[src/rtl/core/radix_integer_to_ascii_unit_defines.svh]
// Assertion macros shared by the radix integer-to-ASCII unit.
// Included by the RTL files that carry concurrent checks; no other dependencies.
`ifndef RADIX_INTEGER_TO_ASCII_UNIT_DEFINES_SVH
`define RADIX_INTEGER_TO_ASCII_UNIT_DEFINES_SVH

// Condition implies consequence in the same cycle.
`define RITOA_ASSERT_IMPLIES(label, clk, rst_n, ante, cons, msg) \
    label: assert property (@(posedge clk) disable iff (!rst_n) (ante) |-> (cons)) \
        else $error(msg);

// Condition implies consequence in the following cycle.
`define RITOA_ASSERT_NEXT(label, clk, rst_n, ante, cons, msg) \
    label: assert property (@(posedge clk) disable iff (!rst_n) (ante) |=> (cons)) \
        else $error(msg);

`endif

[src/rtl/core/ritoa_pkg.sv]
// Package for the radix integer-to-ASCII unit: constants, shared types, digit encoder.
// No dependencies.
package ritoa_pkg;

    localparam int DefValueWidth   = 32;
    localparam int RadixWidth      = 5;
    localparam int OffsetWidth     = 8;
    localparam int CharWidth       = 8;
    localparam int DivBitsPerCycle = 8;
    localparam int CmdQDepth       = 2;
    localparam int OutQDepth       = 4;

    localparam logic [RadixWidth-1:0] RadixMin    = 5'd2;
    localparam logic [RadixWidth-1:0] RadixMax    = 5'd16;
    localparam logic [3:0]            DecimalBase = 4'd10;
    localparam logic [CharWidth-1:0]  AsciiZero   = 8'h30;
    localparam logic [CharWidth-1:0]  AsciiMinus  = 8'h2D;
    localparam logic [CharWidth-1:0]  LetterBias  = 8'd39;
    localparam logic [CharWidth-1:0]  InvalidChar = 8'h00;

    // Classified job handed from the front to the back
    typedef struct packed {
        logic                   neg;
        logic                   invalid;
        logic [RadixWidth-1:0]  radix;
        logic [OffsetWidth-1:0] offset;
    } t_cmd;

    // One output character transaction
    typedef struct packed {
        logic [CharWidth-1:0] character;
        logic                 last;
        logic                 invalid;
    } t_char;

    typedef enum logic [1:0] {
        BK_IDLE,
        BK_DIV,
        BK_SIGN,
        BK_EMIT
    } t_back_state;

    // Digit value to ASCII; letters wrap modulo 256
    function automatic logic [CharWidth-1:0] digit_char(input logic [3:0] digit,
                                                        input logic [OffsetWidth-1:0] offset);
        logic [CharWidth-1:0] wide_digit;
        wide_digit = {4'd0, digit};
        if (digit >= DecimalBase) begin
            return wide_digit + offset + LetterBias;
        end
        return AsciiZero + wide_digit;
    endfunction

endpackage

[src/rtl/core/ritoa_front.sv]
// Front end: accepts input transactions, checks the radix, takes the magnitude.
// Depends on ritoa_pkg.
module ritoa_front #(
    parameter int VALUE_WIDTH = ritoa_pkg::DefValueWidth
) (
    input  logic                                 i_clk,
    input  logic                                 i_rst_n,
    input  logic                                 i_push,
    output logic                                 o_full,
    input  logic [VALUE_WIDTH-1:0]               i_value,
    input  logic                                 i_is_signed,
    input  logic [ritoa_pkg::RadixWidth-1:0]     i_radix,
    input  logic [ritoa_pkg::OffsetWidth-1:0]    i_letter_offset,
    output logic                                 o_q_push,
    output ritoa_pkg::t_cmd                      o_q_cmd,
    output logic [VALUE_WIDTH-1:0]               o_q_mag,
    input  logic                                 i_q_full
);

    logic                   r_vld;
    logic                   n_vld;
    ritoa_pkg::t_cmd        r_cmd;
    ritoa_pkg::t_cmd        n_cmd;
    logic [VALUE_WIDTH-1:0] r_mag;
    logic [VALUE_WIDTH-1:0] n_mag;
    logic                   accept;

    // Stage holds one classified job until the command queue takes it
    assign o_full   = r_vld && i_q_full;
    assign accept   = i_push && !o_full;
    assign o_q_push = r_vld && !i_q_full;
    assign o_q_cmd  = r_cmd;
    assign o_q_mag  = r_mag;

    // Classification: radix range, sign, magnitude
    always_comb begin
        n_cmd.invalid = (i_radix < ritoa_pkg::RadixMin) || (i_radix > ritoa_pkg::RadixMax);
        n_cmd.neg     = i_is_signed && i_value[VALUE_WIDTH-1];
        n_cmd.radix   = i_radix;
        n_cmd.offset  = i_letter_offset;
        n_mag         = n_cmd.neg ? (~i_value + VALUE_WIDTH'(1)) : i_value;
    end

    always_comb begin
        n_vld = r_vld;
        if (accept) begin
            n_vld = 1'b1;
        end else if (o_q_push) begin
            n_vld = 1'b0;
        end
    end

    always_ff @(posedge i_clk) begin
        if (!i_rst_n) begin
            r_vld <= 1'b0;
        end else begin
            r_vld <= n_vld;
        end
    end

    always_ff @(posedge i_clk) begin
        if (accept) begin
            r_cmd <= n_cmd;
            r_mag <= n_mag;
        end
    end

endmodule

[src/rtl/core/ritoa_cmdq.sv]
// Short command queue between the front end and the conversion engine.
// Depends on ritoa_pkg.
module ritoa_cmdq #(
    parameter int VALUE_WIDTH = ritoa_pkg::DefValueWidth
) (
    input  logic                   i_clk,
    input  logic                   i_rst_n,
    input  logic                   i_push,
    input  ritoa_pkg::t_cmd        i_cmd,
    input  logic [VALUE_WIDTH-1:0] i_mag,
    output logic                   o_full,
    input  logic                   i_pop,
    output logic                   o_empty,
    output ritoa_pkg::t_cmd        o_cmd,
    output logic [VALUE_WIDTH-1:0] o_mag
);

    localparam int PtrWidth = $clog2(ritoa_pkg::CmdQDepth);
    localparam int CntWidth = $clog2(ritoa_pkg::CmdQDepth + 1);

    ritoa_pkg::t_cmd        r_cmd [ritoa_pkg::CmdQDepth];
    logic [VALUE_WIDTH-1:0] r_mag [ritoa_pkg::CmdQDepth];
    logic [PtrWidth-1:0]    r_wr_ptr;
    logic [PtrWidth-1:0]    r_rd_ptr;
    logic [CntWidth-1:0]    r_cnt;
    logic                   do_push;
    logic                   do_pop;

    assign o_full  = (r_cnt == CntWidth'(ritoa_pkg::CmdQDepth));
    assign o_empty = (r_cnt == '0);
    assign do_push = i_push && !o_full;
    assign do_pop  = i_pop && !o_empty;
    assign o_cmd   = r_cmd[r_rd_ptr];
    assign o_mag   = r_mag[r_rd_ptr];

    // Pointers and fill count
    always_ff @(posedge i_clk) begin
        if (!i_rst_n) begin
            r_wr_ptr <= '0;
            r_rd_ptr <= '0;
            r_cnt    <= '0;
        end else begin
            if (do_push) begin
                r_wr_ptr <= r_wr_ptr + PtrWidth'(1);
            end
            if (do_pop) begin
                r_rd_ptr <= r_rd_ptr + PtrWidth'(1);
            end
            if (do_push && !do_pop) begin
                r_cnt <= r_cnt + CntWidth'(1);
            end else if (do_pop && !do_push) begin
                r_cnt <= r_cnt - CntWidth'(1);
            end
        end
    end

    // Entry storage
    always_ff @(posedge i_clk) begin
        if (do_push) begin
            r_cmd[r_wr_ptr] <= i_cmd;
            r_mag[r_wr_ptr] <= i_mag;
        end
    end

endmodule

[src/rtl/core/ritoa_back.sv]
// Conversion engine: byte-per-cycle radix divider, digit stack, output queue.
// Depends on ritoa_pkg and radix_integer_to_ascii_unit_defines.svh.
`include "radix_integer_to_ascii_unit_defines.svh"

module ritoa_back #(
    parameter int VALUE_WIDTH = ritoa_pkg::DefValueWidth
) (
    input  logic                                i_clk,
    input  logic                                i_rst_n,
    input  logic                                i_q_empty,
    output logic                                o_q_pop,
    input  ritoa_pkg::t_cmd                     i_q_cmd,
    input  logic [VALUE_WIDTH-1:0]              i_q_mag,
    output logic                                o_empty,
    input  logic                                i_pop,
    output logic [ritoa_pkg::CharWidth-1:0]     o_character,
    output logic                                o_last,
    output logic                                o_invalid
);

    localparam int ByteBits   = ritoa_pkg::DivBitsPerCycle;
    localparam int NumSteps   = (VALUE_WIDTH + ByteBits - 1) / ByteBits;
    localparam int WorkWidth  = NumSteps * ByteBits;
    localparam int StepWidth  = $clog2(NumSteps + 1);
    localparam int StackDepth = VALUE_WIDTH + 1;
    localparam int AddrWidth  = $clog2(StackDepth);
    localparam int CntWidth   = $clog2(StackDepth + 1);
    localparam int OqPtrWidth = $clog2(ritoa_pkg::OutQDepth);
    localparam int OqCntWidth = $clog2(ritoa_pkg::OutQDepth + 1);

    ritoa_pkg::t_back_state              r_state;
    ritoa_pkg::t_back_state              n_state;
    logic [WorkWidth-1:0]                r_work;
    logic [3:0]                          r_rem;
    logic [StepWidth-1:0]                r_step;
    logic [CntWidth-1:0]                 r_cnt;
    logic [ritoa_pkg::RadixWidth-1:0]    r_radix;
    logic [ritoa_pkg::OffsetWidth-1:0]   r_offs;
    logic                                r_neg;
    logic                                r_inv;

    logic [ritoa_pkg::CharWidth-1:0]     r_stack [StackDepth];
    logic                                st_we;
    logic [AddrWidth-1:0]                st_waddr;
    logic [ritoa_pkg::CharWidth-1:0]     st_wdata;
    logic [AddrWidth-1:0]                rd_addr;
    logic                                rd_en;
    logic                                r_rd_vld;
    logic [ritoa_pkg::CharWidth-1:0]     r_rd_data;
    logic                                r_rd_last;
    logic                                r_rd_inv;

    ritoa_pkg::t_char                    r_oq [ritoa_pkg::OutQDepth];
    logic [OqPtrWidth-1:0]               r_oq_wr;
    logic [OqPtrWidth-1:0]               r_oq_rd;
    logic [OqCntWidth-1:0]               r_oq_cnt;
    logic                                oq_pop;
    logic                                credit;

    logic [3:0]                          d_rem;
    logic [WorkWidth-1:0]                d_quot;
    logic                                last_step;
    logic                                div_done;

    // Divider step: eight restoring bits of the current dividend byte
    always_comb begin
        logic [ritoa_pkg::RadixWidth-1:0] part;
        logic [3:0]                       rem;
        logic [ByteBits-1:0]              in_byte;
        logic [ByteBits-1:0]              q_byte;
        rem     = r_rem;
        in_byte = r_work[WorkWidth-1 -: ByteBits];
        q_byte  = '0;
        for (int i = ByteBits - 1; i >= 0; i--) begin
            part = {rem, in_byte[i]};
            if (part >= r_radix) begin
                q_byte[i] = 1'b1;
                part      = part - r_radix;
            end
            rem = part[3:0];
        end
        d_rem  = rem;
        d_quot = (r_work << ByteBits) | WorkWidth'(q_byte);
    end

    assign last_step = (r_step == StepWidth'(NumSteps - 1));
    assign div_done  = last_step && (d_quot == '0);
    assign rd_addr   = AddrWidth'(r_cnt - CntWidth'(1));
    assign credit    = (({1'b0, r_oq_cnt} + (OqCntWidth + 1)'(r_rd_vld))
                        < (OqCntWidth + 1)'(ritoa_pkg::OutQDepth));

    // Next state
    always_comb begin
        n_state = r_state;
        case (r_state)
            ritoa_pkg::BK_IDLE: begin
                if (!i_q_empty) begin
                    n_state = i_q_cmd.invalid ? ritoa_pkg::BK_EMIT : ritoa_pkg::BK_DIV;
                end
            end
            ritoa_pkg::BK_DIV: begin
                if (div_done) begin
                    n_state = r_neg ? ritoa_pkg::BK_SIGN : ritoa_pkg::BK_EMIT;
                end
            end
            ritoa_pkg::BK_SIGN: begin
                n_state = ritoa_pkg::BK_EMIT;
            end
            ritoa_pkg::BK_EMIT: begin
                if (r_cnt == '0) begin
                    n_state = ritoa_pkg::BK_IDLE;
                end
            end
            default: begin
                n_state = ritoa_pkg::BK_IDLE;
            end
        endcase
    end

    // State outputs: queue pop, stack write, stack read
    always_comb begin
        o_q_pop  = 1'b0;
        st_we    = 1'b0;
        st_waddr = r_cnt[AddrWidth-1:0];
        st_wdata = ritoa_pkg::InvalidChar;
        rd_en    = 1'b0;
        case (r_state)
            ritoa_pkg::BK_IDLE: begin
                o_q_pop = !i_q_empty;
                if (!i_q_empty && i_q_cmd.invalid) begin
                    st_we    = 1'b1;
                    st_waddr = '0;
                end
            end
            ritoa_pkg::BK_DIV: begin
                if (last_step) begin
                    st_we    = 1'b1;
                    st_wdata = ritoa_pkg::digit_char(d_rem, r_offs);
                end
            end
            ritoa_pkg::BK_SIGN: begin
                st_we    = 1'b1;
                st_wdata = ritoa_pkg::AsciiMinus;
            end
            ritoa_pkg::BK_EMIT: begin
                rd_en = (r_cnt != '0) && credit;
            end
            default: begin
                rd_en = 1'b0;
            end
        endcase
    end

    // Control registers
    always_ff @(posedge i_clk) begin
        if (!i_rst_n) begin
            r_state  <= ritoa_pkg::BK_IDLE;
            r_cnt    <= '0;
            r_rd_vld <= 1'b0;
        end else begin
            r_state  <= n_state;
            r_rd_vld <= rd_en;
            if (o_q_pop) begin
                r_cnt <= i_q_cmd.invalid ? CntWidth'(1) : '0;
            end else if (st_we) begin
                r_cnt <= r_cnt + CntWidth'(1);
            end else if (rd_en) begin
                r_cnt <= r_cnt - CntWidth'(1);
            end
        end
    end

    // Job and divider registers
    always_ff @(posedge i_clk) begin
        if (o_q_pop) begin
            r_work  <= WorkWidth'(i_q_mag);
            r_rem   <= '0;
            r_step  <= '0;
            r_radix <= i_q_cmd.radix;
            r_offs  <= i_q_cmd.offset;
            r_neg   <= i_q_cmd.neg;
            r_inv   <= i_q_cmd.invalid;
        end else if (r_state == ritoa_pkg::BK_DIV) begin
            r_work <= d_quot;
            r_rem  <= last_step ? 4'd0 : d_rem;
            r_step <= last_step ? '0 : r_step + StepWidth'(1);
        end
    end

    // Digit stack, least significant digit at the bottom
    always_ff @(posedge i_clk) begin
        if (st_we) begin
            r_stack[st_waddr] <= st_wdata;
        end
        if (rd_en) begin
            r_rd_data <= r_stack[rd_addr];
            r_rd_last <= (r_cnt == CntWidth'(1));
            r_rd_inv  <= r_inv;
        end
    end

    // Output queue
    assign o_empty     = (r_oq_cnt == '0);
    assign oq_pop      = i_pop && !o_empty;
    assign o_character = r_oq[r_oq_rd].character;
    assign o_last      = r_oq[r_oq_rd].last;
    assign o_invalid   = r_oq[r_oq_rd].invalid;

    always_ff @(posedge i_clk) begin
        if (!i_rst_n) begin
            r_oq_wr  <= '0;
            r_oq_rd  <= '0;
            r_oq_cnt <= '0;
        end else begin
            if (r_rd_vld) begin
                r_oq_wr <= r_oq_wr + OqPtrWidth'(1);
            end
            if (oq_pop) begin
                r_oq_rd <= r_oq_rd + OqPtrWidth'(1);
            end
            if (r_rd_vld && !oq_pop) begin
                r_oq_cnt <= r_oq_cnt + OqCntWidth'(1);
            end else if (oq_pop && !r_rd_vld) begin
                r_oq_cnt <= r_oq_cnt - OqCntWidth'(1);
            end
        end
    end

    always_ff @(posedge i_clk) begin
        if (r_rd_vld) begin
            r_oq[r_oq_wr] <= '{character: r_rd_data, last: r_rd_last, invalid: r_rd_inv};
        end
    end

    // Checks
    `RITOA_ASSERT_IMPLIES(a_oq_no_overflow, i_clk, i_rst_n, r_rd_vld, (r_oq_cnt != OqCntWidth'(ritoa_pkg::OutQDepth)), "output queue overflow")
    `RITOA_ASSERT_IMPLIES(a_rem_below_radix, i_clk, i_rst_n, (r_state == ritoa_pkg::BK_DIV), (5'(r_rem) < r_radix), "partial remainder not below radix")
    `RITOA_ASSERT_IMPLIES(a_stack_bound, i_clk, i_rst_n, 1'b1, (r_cnt <= CntWidth'(StackDepth)), "digit stack overrun")
    `RITOA_ASSERT_NEXT(a_emit_drains, i_clk, i_rst_n, ((r_state == ritoa_pkg::BK_EMIT) && (r_cnt != '0)), (r_state == ritoa_pkg::BK_EMIT), "left emit with characters pending")

endmodule

[src/rtl/core/radix_integer_to_ascii_unit.sv]
// Channel   Handshake           Payload
// input     i_push / o_full     i_value, i_is_signed, i_radix, i_letter_offset
// result    o_empty / i_pop     o_character, o_last, o_invalid
//
// The engine pops a job, runs the divider loop, eight quotient bits per cycle, once per
// digit, stacks a minus sign for a negative value, and then sends characters one per cycle
// while the output queue has room. An invalid radix skips the divider and yields one
// flagged character. Reset is synchronous; no memory clearing pass.
// Input stalls once the front stage and the 2-entry command queue are full; results wait
// in a 4-entry output queue, and the engine pauses its reads while that queue lacks room.
// Top level of the radix integer-to-ASCII unit; depends on ritoa_pkg, ritoa_front,
// ritoa_cmdq and ritoa_back.
module radix_integer_to_ascii_unit #(
    parameter int VALUE_WIDTH = ritoa_pkg::DefValueWidth
) (
    input  logic                                i_clk,
    input  logic                                i_rst_n,
    input  logic                                i_push,
    output logic                                o_full,
    input  logic [VALUE_WIDTH-1:0]              i_value,
    input  logic                                i_is_signed,
    input  logic [ritoa_pkg::RadixWidth-1:0]    i_radix,
    input  logic [ritoa_pkg::OffsetWidth-1:0]   i_letter_offset,
    output logic                                o_empty,
    input  logic                                i_pop,
    output logic [ritoa_pkg::CharWidth-1:0]     o_character,
    output logic                                o_last,
    output logic                                o_invalid
);

    logic                   fq_push;
    logic                   fq_full;
    ritoa_pkg::t_cmd        fq_cmd;
    logic [VALUE_WIDTH-1:0] fq_mag;
    logic                   qb_empty;
    logic                   qb_pop;
    ritoa_pkg::t_cmd        qb_cmd;
    logic [VALUE_WIDTH-1:0] qb_mag;

    ritoa_front #(.VALUE_WIDTH(VALUE_WIDTH)) u_front (
        .i_clk           (i_clk),
        .i_rst_n         (i_rst_n),
        .i_push          (i_push),
        .o_full          (o_full),
        .i_value         (i_value),
        .i_is_signed     (i_is_signed),
        .i_radix         (i_radix),
        .i_letter_offset (i_letter_offset),
        .o_q_push        (fq_push),
        .o_q_cmd         (fq_cmd),
        .o_q_mag         (fq_mag),
        .i_q_full        (fq_full)
    );

    ritoa_cmdq #(.VALUE_WIDTH(VALUE_WIDTH)) u_cmdq (
        .i_clk   (i_clk),
        .i_rst_n (i_rst_n),
        .i_push  (fq_push),
        .i_cmd   (fq_cmd),
        .i_mag   (fq_mag),
        .o_full  (fq_full),
        .i_pop   (qb_pop),
        .o_empty (qb_empty),
        .o_cmd   (qb_cmd),
        .o_mag   (qb_mag)
    );

    ritoa_back #(.VALUE_WIDTH(VALUE_WIDTH)) u_back (
        .i_clk       (i_clk),
        .i_rst_n     (i_rst_n),
        .i_q_empty   (qb_empty),
        .o_q_pop     (qb_pop),
        .i_q_cmd     (qb_cmd),
        .i_q_mag     (qb_mag),
        .o_empty     (o_empty),
        .i_pop       (i_pop),
        .o_character (o_character),
        .o_last      (o_last),
        .o_invalid   (o_invalid)
    );

endmodule

[config.mk]
export PLATFORM = sky130hd
export DESIGN_NAME = radix_integer_to_ascii_unit
export DESIGN_NICKNAME = d
export VERILOG_FILES = /design/src/rtl/core/ritoa_pkg.sv /design/src/rtl/core/ritoa_front.sv /design/src/rtl/core/ritoa_cmdq.sv /design/src/rtl/core/ritoa_back.sv /design/src/rtl/core/radix_integer_to_ascii_unit.sv
export VERILOG_INCLUDE_DIRS = /design/src /design/src/rtl/core
export SDC_FILE = /design/constraint.sdc
export NUM_CORES = 1
export LEC_CHECK = 0
export ABC_AREA = 0
export BUFFER_PORTS_ARGS = -buffer_cell sky130_fd_sc_hd__buf_2
export CORE_AREA = 2 2 218 220
export DETAILED_ROUTE_END_ITERATION = 7
export DIE_AREA = 0 0 220 222
export GPL_TIMING_DRIVEN = 0
export PLACE_DENSITY_LB_ADDON = 0.15
export SLEW_MARGIN = 20
export SYNTH_ARGS = -nofsm -noshare
export SYNTH_HDL_FRONTEND = slang
export SYNTH_SLANG_ARGS = --single-unit
[constraint.sdc]
create_clock -name i_clk -period 25.6 [get_ports i_clk]
set_clock_uncertainty 0.15 [all_clocks]
set_input_delay 1.28 -clock i_clk [delete_from_list [all_inputs] [get_ports i_clk]]
set_output_delay 1.28 -clock i_clk [all_outputs]
set_load 0.01 [all_outputs]
==> flow_summary.toml <==
[status]
outcome = "finished, final reports clean"

[drt]
post_dr_vias_cell = 5.62
post_drt_wl_per_cell_um = 21.1
route.met3.wl_mm = 2.22
dr_wl_met2_mm = 21.5
wl_met1_mm = 21.4
first_pass_iters = 5
dr.max_layer_used = "met4"
remaining_drc_errors = 0
finalWirelength_mm = 46.0
first_iter_violations = 933
overall_via_count_from_detail_route = 12300
antenna_left = 0

[grt]
globalRoute.totalOverflow = 0
grt_start_max_net_pins = 48
grt_pass1_vias = 12500
grt_first_pass_wirelength_mm = 71.6
grt_use_total_pct = 19.5
antenna_found_initial = 0

[floorplan]
fp.dieArea_um2 = 48800
die_height_um = 222
design.core.area_um2 = 46300
rows = 79
io-pin-count = 62
die_w_um = 220
initial_core_util_pct = 49.7

[setup_path]
cp.buffers_inverters = 12
critPathKind = "reg -> reg"
critPathTopFamily = "compound AO/OA/AOI/OAI gates"
crit_path_max_fanout = 20
worst_path_max_delay_cell = "edfxtp_1"
critPathLaunchType = "register"
timing.critical_path.required_ns = 25.89
worst_setup_path_end_kind = "register"
critical_path_arrival_ns = 15.62
worst_path_most_repeated_cell = "ha_1"
worst_path_largest_cell_delay_ns = 0.73

[cts]
holdBufCountCts = 0
clock_tree.htree_level_count = 2
ctsRootBufferMaster = "clkbuf_16"
clkLatencyLatePin_ns = 0.61
post_cts.repair.setup_buffers = 0
cts_buffers = 53
cts.repair.resized = 0
cts.path.max_buffers = 3
cts_tree = "yes"
numClockSinks = 533
worst_setup_hold_path_clk_slew_ns = 0.06

[place]
routabilityCongestion = 0.805
port_buffers = 61
placed_cells_incl_taps = 2084
post-dp-hpwl_mm = 32.3
place_ws_ns = 10.33

[logic_synthesis]
synth-edff-count = 502
synth_top_area_cells = "edfxtp_1 66%, mux4_2 8.8%, ha_1 3.5%, dfxtp_1 2.7%, mux2i_1 2.1%"
netlist_instances = 1403
yosysSeqAreaShare_pct = 68.3
synth.ff_latch_count = 533
synth_area_um2 = 23000
yosys_warning_total = 0
avg_inst_size_synth_um2 = 16.4
synth_top_area_share_pct = 65.6
post_synthesis_cell_type_with_the_largest_combined_area = "edfxtp_1"
ys_dominant_reg_cell = "edfxtp_1"
synth_cell_type_count = 69
synth_async_sr_flop_share_pct = 0
synth.net_count = 1528

[sta]
finalSetupViolCount = 0
clock.fmax_mhz = 65.2
timing.final.crit_period_ns = 15.33
count_of_pins_over_their_slew_limit = 0
hold_violations = 0
finalCritPeriodShare_pct = 59.9
timing.max_slew.rel_slack_pct = 36.8
worst_pin_slew_ns = 0.948
grt_setup_unrepaired = "no"
setup_total_negative_slack_ns = 0
setup_slack_ns = 10.27

[cells_and_area]
design.final.nets = 1657
final_cell_mix = "502 x edfxtp_1, 98 x nor2_1, 90 x mux4_2, 75 x nand2_1, 75 x buf_2"
layout.core_utilization_pct = 56.7
layout_commonest_cell = "edfxtp_1"
insertedDiodeCount = 0
final_cell_count_no_fill = 2184
drive_gt1_share_pct = 20.9
syn2layout_area_growth_pct = 14.1

[min_path]
min_path_type = "reg -> reg"

[run]
cap_viol_max_count = 0
==> metrics by stage <==
| stage | hold slack, ns | instance area, um^2 |
|---|---|---|
| finish | 0.286 | 26200 |
| global route | 0.303 | 26200 |
| CTS | 0.292 | 26200 |
| detailed placement | 0.278 | 24300 |
| global placement | 0.258 | 24000 |
| floorplan | 0.250 | 23000 |
==> flip-flops by register name, summed over array words and instances (netlist names), 2 cells and up, named ones only <==
name,flops
u_back.r_step,3
u_back.r_radix,5
u_cmdq.r_cnt,2
u_back.r_stack,264
u_back.r_offs,8
u_cmdq.r_cmd,30
u_back.r_oq_rd,2
u_cmdq.r_mag,64
u_front.o_q_cmd,15
u_back.r_oq_cnt,3
u_back.r_rd_data,8
u_back.r_cnt,6
u_back.r_oq,40
u_back.r_work,32
u_back.r_rem,4
u_front.o_q_mag,32
u_back.r_state,2
u_back.r_oq_wr,2
==> layout make-up <==
type                            count  area (um^2)
Fill cell                        3584        20000
Sequential cell                   533        15700
Multi-Input combinational cell    763         6970
Clock buffer                       60         1370
Tap cell                          607          759
Clock inverter                     40          512
Timing Repair Buffer               74          464
Inverter                           61          229
Buffer                             46          220
==> layer usage <==
metal	track usage, %	up-vias
li1	-	5684
met1	28.6	6211
met2	30.6	313
met3	3.09	58
met4	4.83	0
met5	0	-
==> synthesized netlist by cell type, types with 5 or more instances <==
cell / instances
a211oi_1: 5
and3_1: 7
o21ai_2: 5
dfxtp_1: 31
nand3_1: 19
nand2b_1: 12
buf_1: 5
edfxtp_1: 502
mux4_2: 90
nand3b_1: 5
xnor2_1: 33
nor2b_1: 7
fa_1: 10
nor4_1: 12
o31ai_1: 7
xor2_1: 33
ha_1: 65
buf_2: 13
nor2_1: 101
clkbuf_1: 23
o21ai_0: 41
a21o_1: 14
mux2i_1: 49
nor3_1: 12
nand2_1: 76
mux2_2: 27
a21oi_1: 66
and2_1: 11
inv_1: 59
==> kinds of logic (layout without fill, tap and decap cells) <==
group	after synthesis	count (layout)	synth area share (%)
buf+inv	107	281	1.95
mux	167	167	12.3
xor+xnor	66	66	2.52
simple gates	278	278	5.64
fa+ha+maj	75	75	4.41
compound gates	177	177	4.84
flops	533	533	68.3
==> final timing paths <==
path / start / endpoint / slack, ns / depth (start not counted)
max reg2reg: u_back.r_radix[1] / u_back.r_stack[19][5] / 10.27 / 60
min: u_back.r_inv / u_back.r_rd_inv / 0.29 / 0
min reg2reg: u_back.r_inv / u_back.r_rd_inv / 0.29 / 0
max: u_back.r_radix[1] / u_back.r_stack[19][5] / 10.27 / 60
Power is left out: the tool's default activity adds up to more than one toggle a clock period on the data nets, which glitch-free logic cannot reach.
